<file path="config.mk">
export PLATFORM = sky130hd
export DESIGN_NAME = clipped_euclidean_distance_unit
export DESIGN_NICKNAME = d
export VERILOG_FILES = /design/src/sv/cedu_pkg.sv /design/src/sv/clipped_euclidean_distance_unit.sv /design/src/sv/cedu_front.sv /design/src/sv/cedu_queue.sv /design/src/sv/cedu_back.sv
export VERILOG_INCLUDE_DIRS = /design/src /design/src/sv
export SDC_FILE = /design/constraint.sdc
export NUM_CORES = 2
export LEC_CHECK = 0
export ABC_AREA = 1
export BUFFER_PORTS_ARGS = -buffer_cell sky130_fd_sc_hd__buf_2
export CAP_MARGIN = 20
export CORE_ASPECT_RATIO = 1.75
export CORE_UTILIZATION = 65
export DETAILED_ROUTE_END_ITERATION = 8
export GPL_TIMING_DRIVEN = 0
export PLACE_DENSITY = 0.82
export REMOVE_ABC_BUFFERS = 1
export SLEW_MARGIN = 25
export SYNTH_ARGS = -nofsm -noshare
export SYNTH_HDL_FRONTEND = slang
export SYNTH_SLANG_ARGS = --single-unit
</file>
<file path="constraint.sdc">
create_clock -name clk_i -period 7.5 [get_ports clk_i]
set_input_delay 0.75 -clock clk_i [delete_from_list [all_inputs] [get_ports clk_i]]
set_output_delay 0.75 -clock clk_i [all_outputs]
set_load 0.05 [all_outputs]
</file>
<file path="src/sv/assert_macros.svh">
// Assertion macros shared by the distance unit RTL.
`ifndef ASSERT_MACROS_SVH
`define ASSERT_MACROS_SVH
`ifndef SYNTH
// Checks that an expression holds at every clock edge outside reset.
`define CEDU_ASSERT(label, expr, msg) \
  label: assert property (@(posedge clk_i) disable iff (!rst_ni) (expr)) else $error(msg);
// Checks that a consequent holds in the cycle after its antecedent.
`define CEDU_ASSERT_NEXT(label, ante, cons, msg) \
  label: assert property (@(posedge clk_i) disable iff (!rst_ni) (ante) |=> (cons)) \
    else $error(msg);
`else
`define CEDU_ASSERT(label, expr, msg)
`define CEDU_ASSERT_NEXT(label, ante, cons, msg)
`endif
`endif

</file>
<file path="src/sv/cedu_pkg.sv">
// Shared constants and types of the clipped Euclidean distance unit.
package cedu_pkg;

  localparam int ElemWidthDefault = 16;
  localparam int SumW   = 45;
  localparam int RootW  = (SumW + 1) / 2;
  localparam int NumW   = 2 * RootW;
  localparam int ScaleW = 16;
  localparam int DistW  = 30;
  localparam int ProdW  = RootW + ScaleW;
  localparam int CntW   = $clog2(RootW);
  localparam int CfgIdxW = 1;

  localparam logic [DistW-1:0]  ClipReset  = {DistW{1'b1}};
  localparam logic [ScaleW-1:0] ScaleReset = ScaleW'(256);

  // Configuration register indexes.
  typedef enum logic [CfgIdxW-1:0] {
    RegScale = 1'b0,
    RegClip  = 1'b1
  } reg_index_e;

  // One finished sum of squares moving from the front to the queue.
  typedef struct packed {
    logic            valid;
    logic [SumW-1:0] sum;
  } sum_beat_t;

  // Queue occupancy as seen by its neighbors.
  typedef struct packed {
    logic full;
    logic empty;
  } queue_status_t;

endpackage

</file>
<file path="src/sv/clipped_euclidean_distance_unit.sv">
// Top level: accepts one element pair per cycle unless the front stalls on a full queue.
// The front takes magnitude, square and accumulate steps at one pair per cycle while not stalled.
// The back takes one sum from a two-entry queue and computes its root one bit per cycle,
// then multiplies and clips; it takes no new sum until the last result is loaded.
// Reset clears the sum, the queue and the output; the scale register resets to 1.0 and
// the clip register to its maximum.
module clipped_euclidean_distance_unit import cedu_pkg::*; #(
  parameter int ElemWidth = ElemWidthDefault
) (
  input  logic                 clk_i,
  input  logic                 rst_ni,
  input  logic                 in_valid_i,
  output logic                 in_ready_o,
  input  logic [ElemWidth-1:0] elem_a_i,
  input  logic [ElemWidth-1:0] elem_b_i,
  input  logic                 last_pair_i,
  output logic                 out_valid_o,
  input  logic                 out_ready_i,
  output logic [DistW-1:0]     distance_o,
  input  logic                 cfg_valid_i,
  output logic                 cfg_ready_o,
  input  logic [CfgIdxW-1:0]   cfg_index_i,
  input  logic [DistW-1:0]     cfg_data_i
);

  logic [ScaleW-1:0] scale_q;
  logic [DistW-1:0]  clip_q;
  sum_beat_t         push;
  queue_status_t     q_status;
  logic              pop;
  logic [SumW-1:0]   pop_data;

  assign cfg_ready_o = 1'b1;

  // Configuration registers, one beat per write.
  always_ff @(posedge clk_i or negedge rst_ni) begin
    if (!rst_ni) begin
      scale_q <= ScaleReset;
      clip_q  <= ClipReset;
    end else if (cfg_valid_i) begin
      case (reg_index_e'(cfg_index_i))
        RegScale: scale_q <= cfg_data_i[ScaleW-1:0];
        RegClip:  clip_q  <= cfg_data_i;
        default: begin
        end
      endcase
    end
  end

  cedu_front #(
    .ElemWidth(ElemWidth)
  ) u_front (
    .clk_i      (clk_i),
    .rst_ni     (rst_ni),
    .in_valid_i (in_valid_i),
    .in_ready_o (in_ready_o),
    .elem_a_i   (elem_a_i),
    .elem_b_i   (elem_b_i),
    .last_pair_i(last_pair_i),
    .q_status_i (q_status),
    .push_o     (push)
  );

  cedu_queue u_queue (
    .clk_i     (clk_i),
    .rst_ni    (rst_ni),
    .push_i    (push),
    .pop_i     (pop),
    .pop_data_o(pop_data),
    .status_o  (q_status)
  );

  cedu_back u_back (
    .clk_i      (clk_i),
    .rst_ni     (rst_ni),
    .q_status_i (q_status),
    .pop_data_i (pop_data),
    .pop_o      (pop),
    .scale_i    (scale_q),
    .clip_i     (clip_q),
    .out_valid_o(out_valid_o),
    .out_ready_i(out_ready_i),
    .distance_o (distance_o)
  );

endmodule

</file>
<file path="src/sv/cedu_front.sv">
// Front part: takes element pairs and accumulates squared differences.
module cedu_front import cedu_pkg::*; #(
  parameter int ElemWidth = ElemWidthDefault
) (
  input  logic                 clk_i,
  input  logic                 rst_ni,
  input  logic                 in_valid_i,
  output logic                 in_ready_o,
  input  logic [ElemWidth-1:0] elem_a_i,
  input  logic [ElemWidth-1:0] elem_b_i,
  input  logic                 last_pair_i,
  input  queue_status_t        q_status_i,
  output sum_beat_t            push_o
);

  localparam int SqW  = 2 * ElemWidth;
  localparam int AccW = ((SqW > SumW) ? SqW : SumW) + 1;

  logic                 advance;
  logic signed [ElemWidth:0] diff;
  logic [ElemWidth-1:0] mag;
  logic [AccW-1:0]      acc;
  logic [SumW-1:0]      sum_sat;

  logic                 s1_valid_q, s1_last_q;
  logic [ElemWidth-1:0] s1_mag_q;
  logic                 s2_valid_q, s2_last_q;
  logic [SqW-1:0]       s2_sq_q;
  logic [SumW-1:0]      sum_q;

  // The pipe holds still only while a finished sum waits for queue space.
  assign advance    = !(s2_valid_q && s2_last_q && q_status_i.full);
  assign in_ready_o = advance;

  // Magnitude of the signed difference always fits the element width.
  assign diff = $signed({elem_a_i[ElemWidth-1], elem_a_i})
              - $signed({elem_b_i[ElemWidth-1], elem_b_i});
  always_comb begin
    if (diff[ElemWidth]) begin
      mag = ElemWidth'(-diff);
    end else begin
      mag = diff[ElemWidth-1:0];
    end
  end

  // Saturating accumulation of the square.
  assign acc = AccW'(sum_q) + AccW'(s2_sq_q);
  assign sum_sat = (acc[AccW-1:SumW] != '0) ? {SumW{1'b1}} : acc[SumW-1:0];

  assign push_o.valid = advance && s2_valid_q && s2_last_q;
  assign push_o.sum   = sum_sat;

  // Pipeline control state and the accumulator.
  always_ff @(posedge clk_i or negedge rst_ni) begin
    if (!rst_ni) begin
      s1_valid_q <= 1'b0;
      s2_valid_q <= 1'b0;
      sum_q      <= '0;
    end else if (advance) begin
      s1_valid_q <= in_valid_i;
      s2_valid_q <= s1_valid_q;
      if (s2_valid_q) begin
        sum_q <= s2_last_q ? '0 : sum_sat;
      end
    end
  end

  // Payload stages: magnitude, then square.
  always_ff @(posedge clk_i) begin
    if (advance) begin
      s1_mag_q  <= mag;
      s1_last_q <= last_pair_i;
      s2_sq_q   <= SqW'(s1_mag_q) * SqW'(s1_mag_q);
      s2_last_q <= s1_last_q;
    end
  end

endmodule

</file>
<file path="src/sv/cedu_queue.sv">
// Two-entry queue of finished sums between the front and the back.
`include "assert_macros.svh"
module cedu_queue import cedu_pkg::*; (
  input  logic            clk_i,
  input  logic            rst_ni,
  input  sum_beat_t       push_i,
  input  logic            pop_i,
  output logic [SumW-1:0] pop_data_o,
  output queue_status_t   status_o
);

  logic [SumW-1:0] mem_q [2];
  logic            wr_ptr_q, rd_ptr_q;
  logic [1:0]      cnt_q;

  assign status_o.full  = (cnt_q == 2'd2);
  assign status_o.empty = (cnt_q == 2'd0);
  assign pop_data_o     = mem_q[rd_ptr_q];

  // Pointers and fill count.
  always_ff @(posedge clk_i or negedge rst_ni) begin
    if (!rst_ni) begin
      wr_ptr_q <= 1'b0;
      rd_ptr_q <= 1'b0;
      cnt_q    <= 2'd0;
    end else begin
      if (push_i.valid) begin
        wr_ptr_q <= !wr_ptr_q;
      end
      if (pop_i) begin
        rd_ptr_q <= !rd_ptr_q;
      end
      if (push_i.valid && !pop_i) begin
        cnt_q <= cnt_q + 2'd1;
      end else if (!push_i.valid && pop_i) begin
        cnt_q <= cnt_q - 2'd1;
      end
    end
  end

  // Entry storage.
  always_ff @(posedge clk_i) begin
    if (push_i.valid) begin
      mem_q[wr_ptr_q] <= push_i.sum;
    end
  end

  `CEDU_ASSERT(a_no_push_full, !(push_i.valid && status_o.full), "push into full queue")
  `CEDU_ASSERT(a_no_pop_empty, !(pop_i && status_o.empty), "pop from empty queue")
  `CEDU_ASSERT(a_cnt_range, cnt_q != 2'd3, "queue count out of range")

endmodule

</file>
<file path="src/sv/cedu_back.sv">
// Back part: integer square root, scaling, clipping and the output register.
`include "assert_macros.svh"
module cedu_back import cedu_pkg::*; (
  input  logic              clk_i,
  input  logic              rst_ni,
  input  queue_status_t     q_status_i,
  input  logic [SumW-1:0]   pop_data_i,
  output logic              pop_o,
  input  logic [ScaleW-1:0] scale_i,
  input  logic [DistW-1:0]  clip_i,
  output logic              out_valid_o,
  input  logic              out_ready_i,
  output logic [DistW-1:0]  distance_o
);

  typedef enum logic [1:0] {
    StIdle,
    StRoot,
    StMul,
    StClip
  } state_e;

  localparam int RemW = RootW + 2;

  state_e           state_q;
  logic [CntW-1:0]  cnt_q;
  logic [NumW-1:0]  num_q;
  logic [RemW-1:0]  rem_q;
  logic [RootW-1:0] root_q;
  logic [ProdW-1:0] prod_q;
  logic             out_valid_q;
  logic [DistW-1:0] dist_q;

  logic [RemW-1:0]    rem_sh, trial;
  logic               fits;
  logic [ProdW-9:0]   scaled;
  logic [DistW-1:0]   clipped;
  logic               out_free;
  logic               out_load;

  assign pop_o       = (state_q == StIdle) && !q_status_i.empty;
  assign out_free    = !out_valid_q || out_ready_i;
  assign out_load    = (state_q == StClip) && out_free;
  assign out_valid_o = out_valid_q;
  assign distance_o  = dist_q;

  // One root digit per cycle: bring down two bits and try the next root bit.
  assign rem_sh = {rem_q[RootW-1:0], num_q[NumW-1 -: 2]};
  assign trial  = {root_q, 2'b01};
  assign fits   = (rem_sh >= trial);

  // Drop the fraction bits of the scaled root and bound it by the clip limit.
  assign scaled  = prod_q[ProdW-1:8];
  assign clipped = (scaled > (ProdW-8)'(clip_i)) ? clip_i : scaled[DistW-1:0];

  // Sequencer with its registered outputs.
  always_ff @(posedge clk_i or negedge rst_ni) begin
    if (!rst_ni) begin
      state_q     <= StIdle;
      cnt_q       <= '0;
      out_valid_q <= 1'b0;
    end else begin
      // A new beat replaces the one leaving in the same cycle.
      if (out_load) begin
        out_valid_q <= 1'b1;
      end else if (out_ready_i) begin
        out_valid_q <= 1'b0;
      end
      case (state_q)
        StIdle: begin
          if (!q_status_i.empty) begin
            cnt_q   <= CntW'(RootW - 1);
            state_q <= StRoot;
          end
        end
        StRoot: begin
          if (cnt_q == '0) begin
            state_q <= StMul;
          end else begin
            cnt_q <= cnt_q - CntW'(1);
          end
        end
        StMul: begin
          state_q <= StClip;
        end
        StClip: begin
          if (out_free) begin
            state_q <= StIdle;
          end
        end
        default: begin
          state_q <= StIdle;
        end
      endcase
    end
  end

  // Datapath registers.
  always_ff @(posedge clk_i) begin
    case (state_q)
      StIdle: begin
        num_q  <= NumW'(pop_data_i);
        rem_q  <= '0;
        root_q <= '0;
      end
      StRoot: begin
        num_q  <= {num_q[NumW-3:0], 2'b00};
        rem_q  <= fits ? (rem_sh - trial) : rem_sh;
        root_q <= {root_q[RootW-2:0], fits};
      end
      StMul: begin
        prod_q <= ProdW'(root_q) * ProdW'(scale_i);
      end
      StClip: begin
        if (out_free) begin
          dist_q <= clipped;
        end
      end
      default: begin
      end
    endcase
  end

  `CEDU_ASSERT(a_pop_idle, !pop_o || (state_q == StIdle), "pop while back is busy")
  `CEDU_ASSERT(a_out_clip, !out_valid_q || (dist_q <= clip_i), "distance above clip limit")
  `CEDU_ASSERT_NEXT(a_mul_then_clip, state_q == StMul, state_q == StClip,
                    "multiply not followed by clip")

endmodule
</file>
# Word level (Yosys, flattened, before mapping)
# Memory sizes are Yosys's and may differ from the RTL's.
# Index checks and enable logic that the tools add are counted.
# totals
reg_bits,316
mem_count,1
word_cells,91
ram_bits,90
# mem_list
name,words,width,rd,rd_ports_with_merged_regs,wr,line_no,source
u_queue.mem_q,2,45,1,0,1,cedu_queue.sv:12,logic [SumW-1:0] mem_q [2];
# classes
mul,2
add_sub_neg,7
bitwise_logic,2
n_mux,21
magnitude_cmp,2
n_reduce_logical,28
eq_ne,8
# op_table
cell,count
23-bit case mux with 2 select lines,2
46-bit case mux with 2 select lines,1
45-bit 2-to-1 mux,2
45-bit by 32-bit adder with 46-bit output,1
23-bit by 16-bit multiplier with 39-bit output,1
16-bit by 16-bit multiplier with 32-bit output,1
31-bit by 30-bit greater-than comparator with 1-bit output,1
30-bit 2-to-1 mux,1
25-bit greater-or-equal comparator,1
23-bit 2-to-1 mux,1
23-bit subtractor,1
16-bit by 16-bit subtractor with 17-bit output,1
16-bit 2-to-1 mux,1
16-bit negator,1
2-bit 2-to-1 mux,5
5-bit 2-to-1 mux,2
5-bit case mux with 2 select lines,1
1-bit logical AND,8
2-bit case mux with 4 select lines,1
2-bit AND reduction,4
1-bit logical NOT,7
2-bit equality test (second input constant),3
3-bit AND reduction,2
2-bit nonzero test,3
other kinds (11),18

# Logic depth before layout (Yosys ltp)
# depth
ltp_word,9
depth_mapped,27
mapped_depth_nobuf,25

# Cells and area by module
# From an unflattened synthesis, not the netlist that was laid out.
# hier_totals
cells_unflattened,5335
area_unflattened_um2,42629.6
# modules_own_cells
mod,cells_per_inst,instances,area_per_inst_um2
cedu_back,2786,1,21568.2
cedu_front,2182,1,15551.2
cedu_queue,165,1,3653.5
clipped_euclidean_distance_unit,202,1,1856.8

# Worst setup path before layout
# OpenSTA, ideal clock, no wires.
# synth_path
path_type,register -> register
start,reg u_front.s1_mag_q[2]
end,reg u_front.s2_sq_q[30] (data pin)
slack_ps,1820
setup_time_ps,262
arrival_ps,5418
required_ps,7238
stages_incl_launch_ff,24
period_less_slack_ps,5680
cell_sequence,edfxtp_1 -> clkbuf_1 -> clkbuf_1 -> nand2_1 -> fa_1 -> inv_1 -> fa_1 -> inv_1 -> fa_1 -> inv_1 -> fa_1 -> inv_1 -> fa_1 -> inv_1 -> fa_1 -> ha_1 -> a21oi_1 -> o21ai_0 -> inv_1 -> nor2_1 -> nor2_1 -> nand3_1 -> a21oi_1 -> xor2_1
# synth_via
elab_chain_cells,1
# synth_lines
item,line_no,source
"start, declared",cedu_front.sv:26,logic [ElemWidth-1:0] s1_mag_q;
"start signal, assigned",cedu_front.sv:71,s1_mag_q <= mag;
16-bit by 16-bit multiplier with 32-bit output,cedu_front.sv:73,s2_sq_q <= SqW'(s1_mag_q) * SqW'(s1_mag_q);
"end signal, assigned",cedu_front.sv:73,
"end, declared",cedu_front.sv:28,logic [SqW-1:0] s2_sq_q;
# Every way passes these cells.
# A chain may end at the register's enable or synchronous reset.

# Final worst setup path
# layout_path
start,reg u_front.s1_mag_q[0]
end,reg u_front.s2_sq_q[30] (data pin)
# The elaborated chain is that of the path after synthesis.

==> run summary <==
Filler Cell Count: 5036
number of global-route vias before repair: 35.4k
synthesized netlist cell count: 5171
final setup fails: 0
setup ws final: 986 ps
# rows: 122
Top FF cell, synth: edfxtp_1
DR WL/cell: 18.3 um
Max Cap Viol: 0
worst-margin pin slew: 1060 ps
pin count of the biggest net entering global routing: 75
Period minus WS final: 6510 ps
Crit Path Max Fanout: 17
htree depth: 2
Synth Warn #: 0
num ports: 102
Yosys top cell area share: 21.8%
RR Endpoint: u_front.s2_sq_q[30]
CTS tree: done
final hold violation count: 0
Clock Latency Late Sink: 600 ps
CTS-repair resized insts: 0
fin. max-slew vios: 0
Distinct cells, synth: 60
R2R setup slack: 990 ps
Place WS: 919 ps
Worst Setup SP: u_front.s1_mag_q[0]
Die Width: 194 um
post-route ant nets: 0
Avg Cell Area, Syn: 8.12 um^2
final period utilization: 86.8%
status: finished clean
full die area: 0.0656 mm^2
RSZ-0062 raised after global routing: false
clk sinks: 397
Via Count: 33.3k
DR vias/cell: 5.56
ys async rst share: 26.4%
top post-synthesis cells by area: fa_1, edfxtp_1, nand2_1
Post-synth EDFFs: 292
CP Class: flop to flop
fraction of layout cells with a size suffix above 1: 6.46%
worst path arrival time: 6940 ps
area grow syn2layout: 5.91%
synthesized area: 0.0420 mm^2
PortBufs: 100
first-pass GRT wire length: 175000 um
TritonCTS Buffers: 38
fmax: 0.154 GHz
setup tns final: 0 ps
relative slew slack: 29.3%
final WL: 109000 um
DR iter-0 viols: 2034
Total GRT Usage: 34.4%
antenna violations before repair: 3
initial core utilization: 66.1%
worst reg-to-reg path cell count: 19
Final Skew: 28.7 ps
reg2reg start: u_front.s1_mag_q[0]
CTS max path bufs: 3
Final Wtd Congestion: 1.00
Detailed Place HPWL: 85400 um
postcts setup bufs: 0
clk slew on worst S/H paths: 60 ps
Hold Buf Count CTS: 0
Critical Path RT: 7930 ps
clk root buf: clkbuf_16
Final #Nets: 6005
Die Ht: 338 um
Critical Path Sink Type: flop
Seq/Total Area, Yosys: 27.2%
CP startpoint kind: flop
Hold Path Class: input port to asynchronous set/reset pin
grt total ovfl: 0
cell taking the most area after synthesis: fa_1
register bit total from synthesis: 397
DRC Markers: 0
Core Area: 0.0635 mm^2
Detailed Routing Iterations Pass 1: 8
[cell type report]
class	count	area (um^2)	area share, %
Antenna cell	3	7.51	0.0169
Multi-Input combinational cell	3395	25300	56.9
Sequential cell	397	11400	25.8
Clock inverter	23	292	0.656
Tap cell	806	1010	2.27
Clock buffer	47	1020	2.29
Inverter	1214	4560	10.3
Timing Repair Buffer	113	831	1.87
[cell usage in the layout, fill, tap and decap left out, types with 31 or more instances in the layout]
cell and n:
nand3_1 128, buf_2 99, nor2_1 331, nand2_1 1405, xnor2_1 48, edfxtp_1 292, xor2_1 67, inv_1 1204
clkbuf_16 39, a21oi_1 253, fa_1 458, dfstp_2 31, ha_1 317, dfrtp_1 65, o21ai_0 139
[stage by stage]
stage          area [um^2]  util [%]  std cells  hold WS (ps)
6_report             44400      70.0       5998          14.6
5_1_grt              44400      70.0       5998          31.6
4_1_cts              44400      70.0       5995          11.4
3_5_place_dp         43100      67.9       5925           418
3_3_place_gp         42700      67.3       5912           404
2_1_floorplan        41200         -       5006           400
[how the worst max path moves through the flow]
stage,slack (ps),to
after floorplan,1620,u_back.num_q[0]
after global placement,-2360,u_back.num_q[4]
after detailed placement,920,u_back.prod_q[33]
after CTS,880,u_back.prod_q[33]
after global routing,680,u_front.s2_sq_q[30]
final,990,u_front.s2_sq_q[30]
[worst max-delay path: stages (launching register included)]
cell,delay [ps]
edfxtp_1,920
nand2_1,260
fa_1,560
fa_1,550
fa_1,580
inv_1,70
fa_1,530
inv_1,50
fa_1,510
fa_1,550
inv_1,60
ha_1,360
a21oi_1,350
o21ai_0,120
inv_1,120
nor2_1,50
nor2_1,80
nand3_1,180
a21oi_1,230
xor2_1,210
[cell families (layout without fill, tap and decap cells)]
group	after synthesis	after routing	synth area share (%)
adder cells (fa/ha/maj)	777	777	31.4
AO/OA/AOI/OAI	478	478	6.17
XOR/XNOR	115	115	2.40
multiplexers	1	1	0.0268
buffers and inverters	1379	1397	12.6
flip-flops	397	397	27.2
other	1	4	0.00894
AND/OR/NAND/NOR	2023	2023	20.2
[cell usage after synthesis (all sizes together) (29+ instances only)]
master / instances
a21oi: 257
buf: 29
clkbuf: 136
dfrtp: 74
dfstp: 31
edfxtp: 292
fa: 458
ha: 319
inv: 1214
nand2: 1445
nand3: 147
nor2: 351
o21ai: 166
xnor2: 48
xor2: 67
[state kept, by name, indices dropped and copies added (netlist names), 2 cells and up]
register / flops
u_back.root_q: 23
u_back.rem_q: 23
clip_q: 30
u_front.s1_mag_q: 16
u_queue.cnt_q: 2
u_back.state_q: 2
u_queue.mem_q: 90
u_back.num_q: 46
u_back.cnt_q: 5
u_back.distance_o: 30
u_front.sum_q: 45
scale_q: 16
u_front.s2_sq_q: 31
u_back.prod_q: 31
[metal layers]
layer	vias to the layer above	wire [um]	global-route usage [%]
met5	-	0	0
met4	0	9510	26.8
met3	519	5480	4.33
met2	1156	59100	65.4
met1	16100	35300	33.0
li1	15600	-	-
Power is not shown: default switching activity piles up to over one toggle a cycle in this logic, so the estimate is an artifact.
